<file path="src/hdl/hwss_pkg.sv">
// Shared types, register indexes, datapath op codes and sine polynomial constants.
`default_nettype none

package hwss_pkg;

    // Configuration register indexes.
    localparam logic [2:0] REG_BASE_PHASE   = 3'd0;
    localparam logic [2:0] REG_HARM_COUNT   = 3'd1;
    localparam logic [2:0] REG_AMP_SECOND   = 3'd2;
    localparam logic [2:0] REG_AMP_THIRD    = 3'd3;
    localparam logic [2:0] REG_AMP_FOURTH   = 3'd4;
    localparam logic [2:0] REG_PHASE_SECOND = 3'd5;
    localparam logic [2:0] REG_PHASE_THIRD  = 3'd6;
    localparam logic [2:0] REG_PHASE_FOURTH = 3'd7;

    // Datapath operations issued by the controller.
    localparam logic [3:0] OP_NONE  = 4'd0;
    localparam logic [3:0] OP_LOAD  = 4'd1;
    localparam logic [3:0] OP_RAMP  = 4'd2;
    localparam logic [3:0] OP_PHASE = 4'd3;
    localparam logic [3:0] OP_USQ   = 4'd4;
    localparam logic [3:0] OP_U2    = 4'd5;
    localparam logic [3:0] OP_HMUL  = 4'd6;
    localparam logic [3:0] OP_HSUB  = 4'd7;
    localparam logic [3:0] OP_SMUL  = 4'd8;
    localparam logic [3:0] OP_SQ    = 4'd9;
    localparam logic [3:0] OP_AMUL  = 4'd10;
    localparam logic [3:0] OP_ACC   = 4'd11;
    localparam logic [3:0] OP_DSET  = 4'd12;
    localparam logic [3:0] OP_DIV   = 4'd13;
    localparam logic [3:0] OP_OUT   = 4'd14;

    // Fundamental weight, 1.0 in Q4.12.
    localparam logic [15:0] AMP_UNITY = 16'd4096;

    // Odd polynomial coefficients for sin(pi/2 * u), Q30.
    localparam logic [30:0] POLY_C9 = 31'd172272;
    localparam logic [30:0] POLY_HORNER [4] = '{
        31'd5026995, 31'd85569306, 31'd693598343, 31'd1686629713
    };

    typedef struct packed {
        logic [15:0]      base_phase;
        logic [1:0]       harm_count;
        logic [2:0][15:0] amp;
        logic [2:0][15:0] phase;
    } t_cfg;

    typedef struct packed {
        logic [3:0] op;
        logic [1:0] order;
        logic [1:0] hstep;
    } t_dp_cmd;

    typedef struct packed {
        logic out_free;
    } t_dp_status;

endpackage

`default_nettype wire

</file>
<file path="src/hdl/hwss_regs.sv">
// Configuration register file written through the configuration channel.
`default_nettype none

module hwss_regs
    import hwss_pkg::*;
(
    input  wire logic        i_clk,
    input  wire logic        i_rst_n,
    input  wire logic        i_cfg_valid,
    output logic             o_cfg_ready,
    input  wire logic [2:0]  i_cfg_index,
    input  wire logic [15:0] i_cfg_data,
    output t_cfg             o_cfg
);

    t_cfg r_cfg;

    assign o_cfg_ready = 1'b1;
    assign o_cfg       = r_cfg;

    always_ff @(posedge i_clk) begin
        if (!i_rst_n) begin
            r_cfg <= '0;
        end else if (i_cfg_valid) begin
            unique case (i_cfg_index)
                REG_BASE_PHASE:   r_cfg.base_phase <= i_cfg_data;
                REG_HARM_COUNT:   r_cfg.harm_count <= i_cfg_data[1:0];
                REG_AMP_SECOND:   r_cfg.amp[0]     <= i_cfg_data;
                REG_AMP_THIRD:    r_cfg.amp[1]     <= i_cfg_data;
                REG_AMP_FOURTH:   r_cfg.amp[2]     <= i_cfg_data;
                REG_PHASE_SECOND: r_cfg.phase[0]   <= i_cfg_data;
                REG_PHASE_THIRD:  r_cfg.phase[1]   <= i_cfg_data;
                REG_PHASE_FOURTH: r_cfg.phase[2]   <= i_cfg_data;
                default: ;
            endcase
        end
    end

endmodule

`default_nettype wire

</file>
<file path="src/hdl/hwss_ctrl.sv">
// Controller state machine sequencing the shared multiplier and the divider.
`default_nettype none

module hwss_ctrl
    import hwss_pkg::*;
#(
    parameter int HARM_LIMIT = 3
) (
    input  wire logic       i_clk,
    input  wire logic       i_rst_n,
    input  wire logic       i_in_valid,
    output logic            o_in_ready,
    input  wire logic [1:0] i_harm_count,
    input  t_dp_status      i_status,
    output t_dp_cmd         o_cmd
);

    localparam logic [3:0] S_IDLE  = 4'd0;
    localparam logic [3:0] S_RAMP  = 4'd1;
    localparam logic [3:0] S_PHASE = 4'd2;
    localparam logic [3:0] S_USQ   = 4'd3;
    localparam logic [3:0] S_U2    = 4'd4;
    localparam logic [3:0] S_HMUL  = 4'd5;
    localparam logic [3:0] S_HSUB  = 4'd6;
    localparam logic [3:0] S_SMUL  = 4'd7;
    localparam logic [3:0] S_SQ    = 4'd8;
    localparam logic [3:0] S_AMUL  = 4'd9;
    localparam logic [3:0] S_ACC   = 4'd10;
    localparam logic [3:0] S_DSET  = 4'd11;
    localparam logic [3:0] S_DIV   = 4'd12;
    localparam logic [3:0] S_OUT   = 4'd13;

    localparam logic [1:0] MAX_ORDER = 2'(HARM_LIMIT);

    logic [3:0] r_state, n_state;
    logic [1:0] r_order, n_order;
    logic [1:0] r_hstep, n_hstep;
    logic [3:0] r_dcnt,  n_dcnt;
    logic [1:0] last_order;
    logic       accept;

    assign last_order = (i_harm_count > MAX_ORDER) ? MAX_ORDER : i_harm_count;
    assign o_in_ready = (r_state == S_IDLE);
    assign accept     = o_in_ready && i_in_valid;

    always_comb begin
        n_state     = r_state;
        n_order     = r_order;
        n_hstep     = r_hstep;
        n_dcnt      = r_dcnt;
        o_cmd.op    = OP_NONE;
        o_cmd.order = r_order;
        o_cmd.hstep = r_hstep;
        unique case (r_state)
            S_IDLE: begin
                if (accept) begin
                    o_cmd.op = OP_LOAD;
                    n_order  = 2'd0;
                    n_state  = S_RAMP;
                end
            end
            S_RAMP: begin
                o_cmd.op = OP_RAMP;
                n_state  = S_PHASE;
            end
            S_PHASE: begin
                o_cmd.op = OP_PHASE;
                n_state  = S_USQ;
            end
            S_USQ: begin
                o_cmd.op = OP_USQ;
                n_state  = S_U2;
            end
            S_U2: begin
                o_cmd.op = OP_U2;
                n_hstep  = 2'd0;
                n_state  = S_HMUL;
            end
            S_HMUL: begin
                o_cmd.op = OP_HMUL;
                n_state  = S_HSUB;
            end
            S_HSUB: begin
                o_cmd.op = OP_HSUB;
                n_hstep  = r_hstep + 2'd1;
                n_state  = (r_hstep == 2'd3) ? S_SMUL : S_HMUL;
            end
            S_SMUL: begin
                o_cmd.op = OP_SMUL;
                n_state  = S_SQ;
            end
            S_SQ: begin
                o_cmd.op = OP_SQ;
                n_state  = S_AMUL;
            end
            S_AMUL: begin
                o_cmd.op = OP_AMUL;
                n_state  = S_ACC;
            end
            S_ACC: begin
                o_cmd.op = OP_ACC;
                if (r_order == last_order) begin
                    n_state = S_DSET;
                end else begin
                    n_order = r_order + 2'd1;
                    n_state = S_RAMP;
                end
            end
            S_DSET: begin
                o_cmd.op = OP_DSET;
                n_dcnt   = 4'd0;
                n_state  = S_DIV;
            end
            S_DIV: begin
                o_cmd.op = OP_DIV;
                n_dcnt   = r_dcnt + 4'd1;
                if (r_dcnt == 4'd15) begin
                    n_state = S_OUT;
                end
            end
            S_OUT: begin
                // Hold the finished code until the output register is free.
                if (i_status.out_free) begin
                    o_cmd.op = OP_OUT;
                    n_state  = S_IDLE;
                end
            end
            default: begin
                n_state = S_IDLE;
            end
        endcase
    end

    always_ff @(posedge i_clk) begin
        if (!i_rst_n) begin
            r_state <= S_IDLE;
            r_order <= 2'd0;
            r_hstep <= 2'd0;
            r_dcnt  <= 4'd0;
        end else begin
            r_state <= n_state;
            r_order <= n_order;
            r_hstep <= n_hstep;
            r_dcnt  <= n_dcnt;
        end
    end

endmodule

`default_nettype wire

</file>
<file path="src/hdl/hwss_datapath.sv">
// Datapath: phase ramp, polynomial sine, weighted sum, restoring divider, output register.
`default_nettype none

module hwss_datapath
    import hwss_pkg::*;
#(
    parameter int WAVE_LEN        = 1024,
    parameter int SINE_TABLE_BITS = 12
) (
    input  wire logic        i_clk,
    input  wire logic        i_rst_n,
    input  t_dp_cmd          i_cmd,
    input  t_cfg             i_cfg,
    input  wire logic [9:0]  i_index,
    input  wire logic        i_out_ready,
    output logic             o_out_valid,
    output logic [15:0]      o_out_code,
    output t_dp_status       o_status
);

    // floor(n * 65536 / WAVE_LEN) for n < 4096 is an exact reciprocal multiply.
    localparam int WL_BITS      = $clog2(WAVE_LEN);
    localparam int RECIP_SHIFT  = 28 + WL_BITS;
    localparam int RAMP_LSB     = RECIP_SHIFT - 16;
    localparam logic [30:0] RECIP = 31'((64'd1 << RECIP_SHIFT) / WAVE_LEN + 64'd1);
    localparam int POS_BITS     = SINE_TABLE_BITS - 2;
    localparam int POS_SHIFT    = 16 - POS_BITS;

    logic [9:0]         r_idx;
    logic [47:0]        r_prod;
    logic [16:0]        r_u;
    logic [16:0]        r_u2;
    logic [30:0]        r_p;
    logic [14:0]        r_q;
    logic               r_neg;
    logic signed [33:0] r_acc;
    logic [17:0]        r_den;
    logic [47:0]        r_rem;
    logic [47:0]        r_dsh;
    logic [15:0]        r_quot;
    logic               r_dneg;
    logic [15:0]        r_code;
    logic               r_out_valid;

    logic [2:0]                   k;
    logic [11:0]                  n;
    logic [15:0]                  amp;
    logic [15:0]                  offset;
    logic [16:0]                  mul_a;
    logic [30:0]                  mul_b;
    logic [47:0]                  mul_p;
    logic [15:0]                  ph;
    logic [SINE_TABLE_BITS-1:0]   tidx;
    logic [POS_BITS-1:0]          pos;
    logic [16:0]                  u0;
    logic [16:0]                  u_n;
    logic [30:0]                  s_val;
    logic [46:0]                  sq_t;
    logic [16:0]                  q_raw;
    logic [14:0]                  q_n;
    logic signed [33:0]           term;
    logic signed [33:0]           acc_neg;
    logic [32:0]                  mag;
    logic [32:0]                  dd;
    logic [16:0]                  cdiv;
    logic [15:0]                  code_n;

    assign o_out_valid       = r_out_valid;
    assign o_out_code        = r_code;
    assign o_status.out_free = !r_out_valid || i_out_ready;

    always_comb begin
        k = {1'b0, i_cmd.order} + 3'd1;
        n = 12'({2'b0, r_idx} * {9'b0, k});
        unique case (i_cmd.order)
            2'd0: begin
                amp    = AMP_UNITY;
                offset = i_cfg.base_phase;
            end
            2'd1: begin
                amp    = i_cfg.amp[0];
                offset = i_cfg.phase[0];
            end
            2'd2: begin
                amp    = i_cfg.amp[1];
                offset = i_cfg.phase[1];
            end
            default: begin
                amp    = i_cfg.amp[2];
                offset = i_cfg.phase[2];
            end
        endcase
    end

    // One shared multiplier serves the ramp, the polynomial and the weighting.
    always_comb begin
        unique case (i_cmd.op)
            OP_RAMP: begin
                mul_a = 17'(n);
                mul_b = RECIP;
            end
            OP_USQ: begin
                mul_a = r_u;
                mul_b = 31'(r_u);
            end
            OP_HMUL: begin
                mul_a = r_u2;
                mul_b = r_p;
            end
            OP_SMUL: begin
                mul_a = r_u;
                mul_b = r_p;
            end
            OP_AMUL: begin
                mul_a = {1'b0, amp};
                mul_b = 31'(r_q);
            end
            default: begin
                mul_a = '0;
                mul_b = '0;
            end
        endcase
        mul_p = {31'b0, mul_a} * {17'b0, mul_b};
    end

    // Quarter-wave folding of the truncated phase.
    always_comb begin
        ph   = r_prod[RAMP_LSB +: 16] + offset;
        tidx = ph[15 -: SINE_TABLE_BITS];
        pos  = tidx[POS_BITS-1:0];
        u0   = 17'(pos) << POS_SHIFT;
        u_n  = tidx[POS_BITS] ? (17'd65536 - u0) : u0;
    end

    // Scale to 32767 full scale with rounding, then clamp.
    always_comb begin
        s_val = r_prod[46:16];
        sq_t  = ({16'b0, s_val} << 15) - {16'b0, s_val} + (47'd1 << 29);
        q_raw = sq_t[46:30];
        q_n   = (q_raw > 17'd32767) ? 15'd32767 : q_raw[14:0];
    end

    always_comb begin
        term    = signed'({3'b0, r_prod[30:0]});
        acc_neg = -r_acc;
        mag     = r_acc[33] ? acc_neg[32:0] : r_acc[32:0];
        dd      = {r_den, 15'b0} - {15'b0, r_den};
    end

    // Negative quotients round toward minus infinity; a full negative swing
    // lands one below zero and saturates.
    always_comb begin
        cdiv = {1'b0, r_quot} + 17'(r_rem != 48'd0);
        if (r_dneg) begin
            code_n = (cdiv >= 17'd32768) ? 16'd0 : 16'(17'd32767 - cdiv);
        end else begin
            code_n = 16'(17'd32767 + {1'b0, r_quot});
        end
    end

    always_ff @(posedge i_clk) begin
        unique case (i_cmd.op)
            OP_LOAD: begin
                r_idx <= i_index;
                r_acc <= '0;
                r_den <= '0;
            end
            OP_RAMP, OP_USQ, OP_HMUL, OP_SMUL, OP_AMUL: begin
                r_prod <= mul_p;
            end
            OP_PHASE: begin
                r_u   <= u_n;
                r_neg <= tidx[SINE_TABLE_BITS-1];
            end
            OP_U2: begin
                r_u2 <= r_prod[32:16];
                r_p  <= POLY_C9;
            end
            OP_HSUB: begin
                r_p <= POLY_HORNER[i_cmd.hstep] - r_prod[46:16];
            end
            OP_SQ: begin
                r_q <= q_n;
            end
            OP_ACC: begin
                r_acc <= r_neg ? (r_acc - term) : (r_acc + term);
                r_den <= r_den + {2'b0, amp};
            end
            OP_DSET: begin
                r_rem  <= {mag, 15'b0};
                r_dsh  <= {dd, 15'b0};
                r_dneg <= r_acc[33];
                r_quot <= '0;
            end
            OP_DIV: begin
                if (r_rem >= r_dsh) begin
                    r_rem  <= r_rem - r_dsh;
                    r_quot <= {r_quot[14:0], 1'b1};
                end else begin
                    r_quot <= {r_quot[14:0], 1'b0};
                end
                r_dsh <= {1'b0, r_dsh[47:1]};
            end
            OP_OUT: begin
                r_code <= code_n;
            end
            default: ;
        endcase
    end

    always_ff @(posedge i_clk) begin
        if (!i_rst_n) begin
            r_out_valid <= 1'b0;
        end else if (i_cmd.op == OP_OUT) begin
            r_out_valid <= 1'b1;
        end else if (i_out_ready) begin
            r_out_valid <= 1'b0;
        end
    end

endmodule

`default_nettype wire

</file>
<file path="src/hdl/harmonic_wave_sample_synth_top.sv">
// Additive harmonic sine synthesizer: one offset-binary DAC code per sample index.
//
// Input stream: each beat carries a sample index within one WAVE_LEN-point period.
// The block sums the fundamental and up to HARM_LIMIT harmonics (orders 2..4),
// each with its own amplitude and phase, normalizes by one plus the amplitude sum
// and emits a 16-bit code (32767 is zero, saturated) on the output stream.
// Configuration beats may be written at any time the block is idle; the port is
// always ready.
// Each order runs as a sequence of steps on the one shared multiplier (ramp, fold,
// square, four Horner steps, sine scale, weighting, accumulate), and the
// normalizing divide yields one quotient bit per cycle. An input beat is taken
// only while the controller is idle, so a new sample index is not accepted until
// the previous result has been computed and moved to the output register.
// Results sit in an output register, so a new input beat is taken while the
// previous result still waits; if the receiver stalls longer, the next result
// waits inside the block and no further input is taken.
// Reset (synchronous, active low) returns the configuration registers to zero and
// the controller to idle, and empties the output register.
`default_nettype none

module harmonic_wave_sample_synth_top
    import hwss_pkg::*;
#(
    parameter int WAVE_LEN        = 1024,
    parameter int HARM_LIMIT      = 3,
    parameter int SINE_TABLE_BITS = 12
) (
    input  wire logic        i_clk,
    input  wire logic        i_rst_n,
    input  wire logic        s_axis_tvalid,
    output logic             s_axis_tready,
    input  wire logic [15:0] s_axis_tdata,   // [9:0] sample_index, [15:10] zero
    output logic             m_axis_tvalid,
    input  wire logic        m_axis_tready,
    output logic [15:0]      m_axis_tdata,   // [15:0] sample_code
    input  wire logic        i_cfg_valid,
    output logic             o_cfg_ready,
    input  wire logic [2:0]  i_cfg_index,
    input  wire logic [15:0] i_cfg_data
);

    t_cfg       cfg;
    t_dp_cmd    cmd;
    t_dp_status status;

    hwss_regs u_regs (
        .i_clk       (i_clk),
        .i_rst_n     (i_rst_n),
        .i_cfg_valid (i_cfg_valid),
        .o_cfg_ready (o_cfg_ready),
        .i_cfg_index (i_cfg_index),
        .i_cfg_data  (i_cfg_data),
        .o_cfg       (cfg)
    );

    hwss_ctrl #(
        .HARM_LIMIT (HARM_LIMIT)
    ) u_ctrl (
        .i_clk        (i_clk),
        .i_rst_n      (i_rst_n),
        .i_in_valid   (s_axis_tvalid),
        .o_in_ready   (s_axis_tready),
        .i_harm_count (cfg.harm_count),
        .i_status     (status),
        .o_cmd        (cmd)
    );

    hwss_datapath #(
        .WAVE_LEN        (WAVE_LEN),
        .SINE_TABLE_BITS (SINE_TABLE_BITS)
    ) u_datapath (
        .i_clk       (i_clk),
        .i_rst_n     (i_rst_n),
        .i_cmd       (cmd),
        .i_cfg       (cfg),
        .i_index     (s_axis_tdata[9:0]),
        .i_out_ready (m_axis_tready),
        .o_out_valid (m_axis_tvalid),
        .o_out_code  (m_axis_tdata),
        .o_status    (status)
    );

endmodule

`default_nettype wire

</file>
<file path="config.mk">
export PLATFORM = sky130hd
export DESIGN_NAME = harmonic_wave_sample_synth_top
export DESIGN_NICKNAME = d
export VERILOG_FILES = /design/src/hdl/hwss_pkg.sv /design/src/hdl/hwss_regs.sv /design/src/hdl/hwss_ctrl.sv /design/src/hdl/hwss_datapath.sv /design/src/hdl/harmonic_wave_sample_synth_top.sv
export SDC_FILE = /design/constraint.sdc
export NUM_CORES = 2
export LEC_CHECK = 0
export BUFFER_PORTS_ARGS = -buffer_cell sky130_fd_sc_hd__buf_2
export CAP_MARGIN = 30
export CORE_MARGIN = 4
export CORE_UTILIZATION = 60
export CTS_BUF_LIST = sky130_fd_sc_hd__clkbuf_2 sky130_fd_sc_hd__clkbuf_4 sky130_fd_sc_hd__clkbuf_8
export CTS_CLUSTER_SIZE = 16
export DETAILED_ROUTE_END_ITERATION = 7
export PLACE_DENSITY = 0.83
export SLEW_MARGIN = 20
export SYNTH_ARGS = -nofsm -noshare
export SYNTH_HDL_FRONTEND = slang
export SYNTH_SLANG_ARGS = --single-unit
</file>
<file path="constraint.sdc">
create_clock -name i_clk -period 26.9 [get_ports i_clk]
set_input_delay 4.035 -clock i_clk [delete_from_list [all_inputs] [get_ports i_clk]]
set_output_delay 4.035 -clock i_clk [all_outputs]
set_load 0.01 [all_outputs]
</file>
; ---- Word level (Yosys, flattened, before mapping)
; Cells that the tools add are included.
[totals]
reg_bits = 446
inputBits = 40
elab_cells = 163
[op_classes]
addsub = 18
multipliers = 2
n_lt_le_gt_ge = 5
eq_ne = 44
n_mux = 37
n_bitwise = 1
reduce_logical = 28
[ops]
columns = operator, count
row1 = 48-bit case mux with 2 select lines, 2
row2 = 31-bit case mux with 4 select lines, 1
row3 = 4-bit case mux with 14 select lines, 2
row4 = 16-bit case mux with 3 select lines, 2
row5 = 17-bit case mux with 4 select lines, 1
row6 = 34-bit case mux with 2 select lines, 1
row7 = 31-bit binary-select mux with 2-bit select, 1
row8 = 31-bit two-way mux, 2
row9 = 31-bit case mux with 2 select lines, 1
row10 = "4-bit equality test, second input constant", 14
row11 = 48-bit greater-or-equal comparator, 1
row12 = 16-bit two-way mux, 3
row13 = 48-bit two-way mux, 1
row14 = 48-bit nonzero test, 1
row15 = 48-bit subtractor, 1
row16 = "47-bit by 30-bit adder with 47-bit output, second input constant", 1
row17 = 17-bit by 31-bit multiplier with 47-bit output, 1
row18 = 46-bit by 31-bit subtractor with 47-bit output, 1
row19 = 18-bit case mux with 2 select lines, 1
row20 = 34-bit by 32-bit adder with 34-bit output, 1
row21 = 34-bit two-way mux, 1
row22 = 34-bit by 32-bit subtractor with 34-bit output, 1
row23 = 33-bit two-way mux, 1
row24 = 33-bit negation, 1
row25 = 45 further kinds, 92

; ---- Logic depth before layout (Yosys ltp)
[depth]
ltp_word = 8
mapped_depth = 44

; ---- Hierarchy
; From an unflattened synthesis, not the netlist that was laid out.
[hier_totals]
hier_cells = 5073
hier_area_um2 = 45280.9
[modules_own_cells]
columns = module, instances, cells_each, area_each_um2, seq_area_each_um2
row1 = hwss_datapath, 1, 4567, 40316.2, 9419.0
row2 = hwss_regs, 1, 395, 4149.0, 2282.2
row3 = hwss_ctrl, 1, 111, 815.8, 240.2

; ---- Worst setup path after synthesis
; Ideal clock, no wire load.
[synth_timing]
kind = reg2reg
startpoint = reg u_ctrl.r_order[0]
endpoint = reg u_datapath.r_prod[46] (data pin)
t_arrival_ns = 9.924
required_ns = 26.635
setup_slack_ns = 16.710
stages_incl_launch_ff = 43
period_less_slack_ns = 10.190
path_cell_list = dfxtp_1 > clkinv_1 > ha_1 > clkbuf_1 > nand2_1 > fa_1 > inv_1 > ha_1 > a21o_1 > a21oi_1 > o21bai_1 > a21oi_1 > o21bai_1 > a21oi_1 > o21bai_1 > a21oi_1 > xnor2_1 > o21a_1 > (+7 left out) > fa_1 > fa_1 > fa_1 > inv_1 > fa_1 > inv_1 > ha_1 > a21o_1 > a211oi_1 > o21bai_1 > a21oi_1 > o21ai_0 > o21ai_0 > o21ai_0 > a311o_1 > a31o_2 > a221oi_1 > xnor2_1
[synth_via]
elab_chain_len = 4
elab_cells_between_ends = 8
cone_classes = add/sub (1) / mul (2) / eq/ne (2) / mux (2) / reduce/logical (1)
[synth_rtl]
columns = element, line
row1 = from (decl), hwss_ctrl.sv:36  ; logic [1:0] r_order, n_order;
row2 = from (signal assigned), hwss_ctrl.sv:142  ; r_order <= n_order;
row3 = "2-bit by 1-bit adder with 3-bit output, or another cell as far along", hwss_datapath.sv:73  ; k = {1'b0, i_cmd.order} + 3'd1;
row4 = 10-bit by 3-bit multiplier with 12-bit output / 16-bit case mux with 3 select lines (equally long branches), "hwss_datapath.sv:74, hwss_datapath.sv:75"
row5 = 17-bit case mux with 4 select lines (*), hwss_datapath.sv:97  ; unique case (i_cmd.op)
row6 = 17-bit by 31-bit multiplier with 47-bit output (*), hwss_datapath.sv:123  ; mul_p = {31'b0, mul_a} * {17'b0, mul_b};
row7 = net u_datapath.mul_p[46], hwss_datapath.sv:51  ; logic [47:0] mul_p;
row8 = to (signal assigned), hwss_datapath.sv:169  ; r_prod <= mul_p;
row9 = to (decl), hwss_datapath.sv:30  ; logic [47:0] r_prod;
; Mark *: on every way through the listed nets, which the timed path passes. The rest lies on a longest branch.
; A chain may end at the register's enable or synchronous reset.

; ---- Worst setup path in the final report
[layout_timing]
startpoint = reg u_ctrl.r_order[0]
endpoint = reg u_datapath.r_prod[40] (data pin)
; The elaborated chain is that of the path after synthesis.

==> flow_summary_export.csv <==
group,metric,value,unit
sta,fin_crit_sh,0.435,
global_routing,grt_pass1_wl,194000,microns
logic_synthesis,synth.area.top_cells,"edfxtp_1 21%, fa_1 20%, ha_1 9.2%",
logic_synthesis,synth-compound-area-share,0.139,
detailed_routing,drt_iter0_drc,3683,
worst_setup_path,path_class,"flip-flop to flip-flop",
place,dp_cells,5999,
logic_synthesis,synth_largest_area_cell,"edfxtp_1",
detailed_routing,drt-wirelength-per-cell,19.9,microns
place,port-buffer-count,51,
detailed_routing,vias,37100,
logic_synthesis,syn_avg_cell_area,8.77,sq um
power_and_ir_drop,finalPower,1.68,mW
logic_synthesis,synth_xor_area_frac,0.0570,
final_layout,drive_above_1_share,0.0557,
logic_synthesis,synth_cell_type_count,86,
logic_synthesis,synth_top_family_by_area,"adder cells",
logic_synthesis,muxShareOfSynthArea,0.00111,
worst_setup_path,cp_slowest_stage_delay,0.66,ns
floorplanning,die_area,0.0795,sq mm
worst_setup_path,r2r_start,"u_ctrl.r_order[0]$_SDFFE_PN0P_",
power_and_ir_drop,ir_drop,0.0499,mV
global_routing,grtUsageTotal,0.308,
detailed_routing,wirelength,122000,microns
sta,setup_viol_count_final,0,
worst_setup_path,reg2reg_depth,38,
place,placed_cell_area,0.0462,sq mm
global_routing,gr-total-overflow,0,
logic_synthesis,ys_warn_count,0,
sta,max_freq,85.5,MHz
clocking,cts_hold_repair.buffers,0,
final_layout,n_fill_cell,6023,
place,hpwl,90800,microns
floorplanning,start_util,0.605,
floorplanning,die_w,282,microns
logic_synthesis,mappedNetlistArea,0.0450,sq mm
detailed_routing,viasPerCell,6.05,
sta,worst_pin_slew,1.23,ns
global_routing,antenna_found_initial,4,
final_layout,multi_input_area,0.0298,sq mm
clocking,cts_sinks,440,
logic_synthesis,synth_edf_count,313,
place,gp_congestion,1.03,
clocking,cts_resized,0,
power_and_ir_drop,p_clk_frac,0.353,
clocking,clk_latency,0.68,ns
detailed_routing,dr.pass1.iters,8,
floorplanning,num_rows,100,
logic_synthesis,synth_nets,5950,
clocking,htreeDepth,3,
sta,clock_skew,0.0331,ns
power_and_ir_drop,p_int,1.17,mW
logic_synthesis,yosys.area_share.simple,0.173,
worst_hold_path,min-delay-start,"u_regs.o_cfg[61]$_SDFFE_PN0P_",
worst_hold_path,min_path_type,"flip-flop to flip-flop",
logic_synthesis,synth_common_cells,"779 x nand2_1, 664 x inv_1, 508 x nor2_1, 446 x fa_1, 332 x ha_1",
detailed_routing,drc,0,
power_and_ir_drop,seqPwrFrac,0.465,
sta,fin_setup_tns,0,ns
logic_synthesis,yosys.cell_count.top_type,"nand2_1",
floorplanning,fp.dieH,282,microns
final_layout,layout-area-overhead-vs-synth,5.94,%
power_and_ir_drop,switching_share,0.302,
power_and_ir_drop,switchingPower,0.508,mW
power_and_ir_drop,power.density,35.3,mW/mm^2
sta,rsz0062_at_grt,"false",
logic_synthesis,ys_seq_area_frac,0.265,
worst_setup_path,crit_path_frequent_cell,"fa_1",
final_layout,register_area,0.0119,sq mm
outcome,outcome,"complete, no violations",
detailed_routing,ant_nets,0,
logic_synthesis,synth-main-ff-cell,"edfxtp_1",
worst_setup_path,cp-end-kind,"flip-flop",
power_and_ir_drop,p_comb_frac,0.182,
worst_setup_path,cp-start-kind,"flip-flop",
clocking,cts_tree,"yes",
sta,finalCriticalPeriod,11.70,ns
worst_setup_path,cpMaxStageDelayCell,"ha_1",
final_layout,final_area,0.0477,sq mm
clocking,max-clock-path-buffers,3,
final_layout,final_cells,6130,
worst_hold_path,whs_endpoint,"u_regs.o_cfg[61]$_SDFFE_PN0P_",
logic_synthesis,synthArstFlopShare,0,
logic_synthesis,synth.top_cell.area_share,0.209,
floorplanning,boundaryPins,59,
power_and_ir_drop,p_leak,20.8,nW
sta,maxSlewViolCount,0,
logic_synthesis,ys_ff_latch,440,
logic_synthesis,synthCells,5132,
sta,hold_viol_final,0,
clocking,cts_setup_buffers,0,
worst_setup_path,arrival,12.15,ns
flow_run,cap_violations,0,
global_routing,grt_pass1_vias,36900,
floorplanning,core,0.0744,sq mm
worst_setup_path,worstReg2RegEnd,"u_datapath.r_prod[40]$_DFFE_PP_",
sta,max-slew-margin-rel,0.179,
global_routing,grt_max_degree,128,
worst_setup_path,required,27.35,ns
final_layout,final_nets,5927,
worst_setup_path,r2r_slack,15.20,ns
clocking,path_clk_slew,0.06,ns
clocking,cts_root_buf,"clkbuf_8",
logic_synthesis,synthAdderAreaFrac,0.291,
worst_setup_path,cp_max_fo,20,
clocking,cts_buffers,72,
worst_hold_path,min_path_cells,2,
worst max-delay path: cells and delay by family, from the launching register on:
| family | cells | cell delay [ns] |
|---|---|---|
| adders and majority gates | 10 | 5.04 |
| xor gates and xnor gates | 2 | 0.50 |
| AOI/OAI and AO/OA | 12 | 2.71 |
| and+or+nand+nor | 7 | 1.48 |
| buffers and inverters | 7 | 1.18 |
| DFF | 1 | 0.51 |
per-stage QoR:
step / setup WS [ns] / utilization / hold slack, ns
2_1_floorplan: 16.71 / - / 0.424
3_3_place_gp: 15.53 / 0.620 / 0.451
3_5_place_dp: 15.43 / 0.620 / 0.459
4_1_cts: 15.37 / 0.639 / 0.467
5_1_grt: 14.61 / 0.640 / 0.479
6_report: 15.20 / 0.640 / 0.461
cell families (layout without fill, tap and decap cells):
kind of cell / count (synthesis) / in the layout
adders and majority gates: 778 / 778
buffers and inverters: 883 / 908
other: 1 / 5
xor gates and xnor gates: 293 / 293
AOI/OAI and AO/OA: 958 / 958
DFF: 440 / 440
and+or+nand+nor: 1774 / 1774
muxes: 5 / 5
area by class of cell:
class	count	area share
sequential	440	0.250
inverter	665	0.0524
antenna	4	0.000210
tap	969	0.0254
timing repair buffer	121	0.0171
clock inverter	25	0.00433
multi-input combinational	3809	0.625
clock buffer	97	0.0254
power groups by stage:
stage	clock, mW	sequential (mW)	combinational, mW
finish	0.594	0.781	0.306
global route	0.631	0.782	0.333
detailed placement	0	0.794	0.296
CTS	0.601	0.780	0.298
global placement	0	0.794	0.287
floorplan	0	0.780	0.220
routing by layer:
metal | up-vias | wire (microns) | GRT usage
met5 | - | 0 | 0
met4 | 0 | 6620 | 0.140
met3 | 459 | 11900 | 0.0625
met2 | 1815 | 56000 | 0.495
met1 | 17900 | 47200 | 0.407
li1 | 16900 | - | -
cells in the final DEF, fill, tap and decap left out, drive strengths merged, types with 31 or more instances in the layout:
master,netlist,routed
clkbuf,198,97
a21oi,269,269
xor2,94,94
xnor2,199,199
nor4,31,31
a22oi,38,38
dfxtp,127,127
fa,446,446
nor2,508,508
and2,77,77
a21o,95,95
a21boi,129,129
nand2b,46,46
buf,20,121
o21ai,186,186
and3,34,34
or3,33,33
nand3,57,57
nor3,79,79
inv,664,667
edfxtp,313,313
nor2b,51,51
ha,332,332
nand2,780,780
registers in the layout (all words and copies together), names as in the netlist:
name and count:
u_regs.o_cfg 114, u_datapath.r_neg 1, u_datapath.r_q 15, u_datapath.r_dneg 1, u_datapath.r_dsh 48, u_datapath.o_out_valid 1, u_ctrl.r_order 2, u_datapath.r_p 31
u_datapath.r_u 11, u_datapath.r_prod 47, u_datapath.r_u2 17, u_datapath.r_acc 34, u_ctrl.r_dcnt 4, u_datapath.r_idx 10, u_datapath.r_den 18, u_datapath.r_quot 16
u_ctrl.r_state 4, u_datapath.r_rem 48, u_ctrl.r_hstep 2, u_datapath.o_out_code 16
worst max-delay path by stage:
stage | startpoint | to | slack, ns
after floorplan | u_ctrl.r_order[0]$_SDFFE_PN0P_ | u_datapath.r_prod[46]$_DFFE_PP_ | 16.71
after global placement | u_ctrl.r_order[0]$_SDFFE_PN0P_ | u_datapath.r_prod[40]$_DFFE_PP_ | 15.53
after detailed placement | u_ctrl.r_order[0]$_SDFFE_PN0P_ | u_datapath.r_prod[40]$_DFFE_PP_ | 15.43
after CTS | u_ctrl.r_order[0]$_SDFFE_PN0P_ | u_datapath.r_prod[40]$_DFFE_PP_ | 15.37
after global routing | u_ctrl.r_order[0]$_SDFFE_PN0P_ | u_datapath.r_prod[40]$_DFFE_PP_ | 14.61
final | u_ctrl.r_order[0]$_SDFFE_PN0P_ | u_datapath.r_prod[40]$_DFFE_PP_ | 15.20
Power figures use the tool's default switching activity.
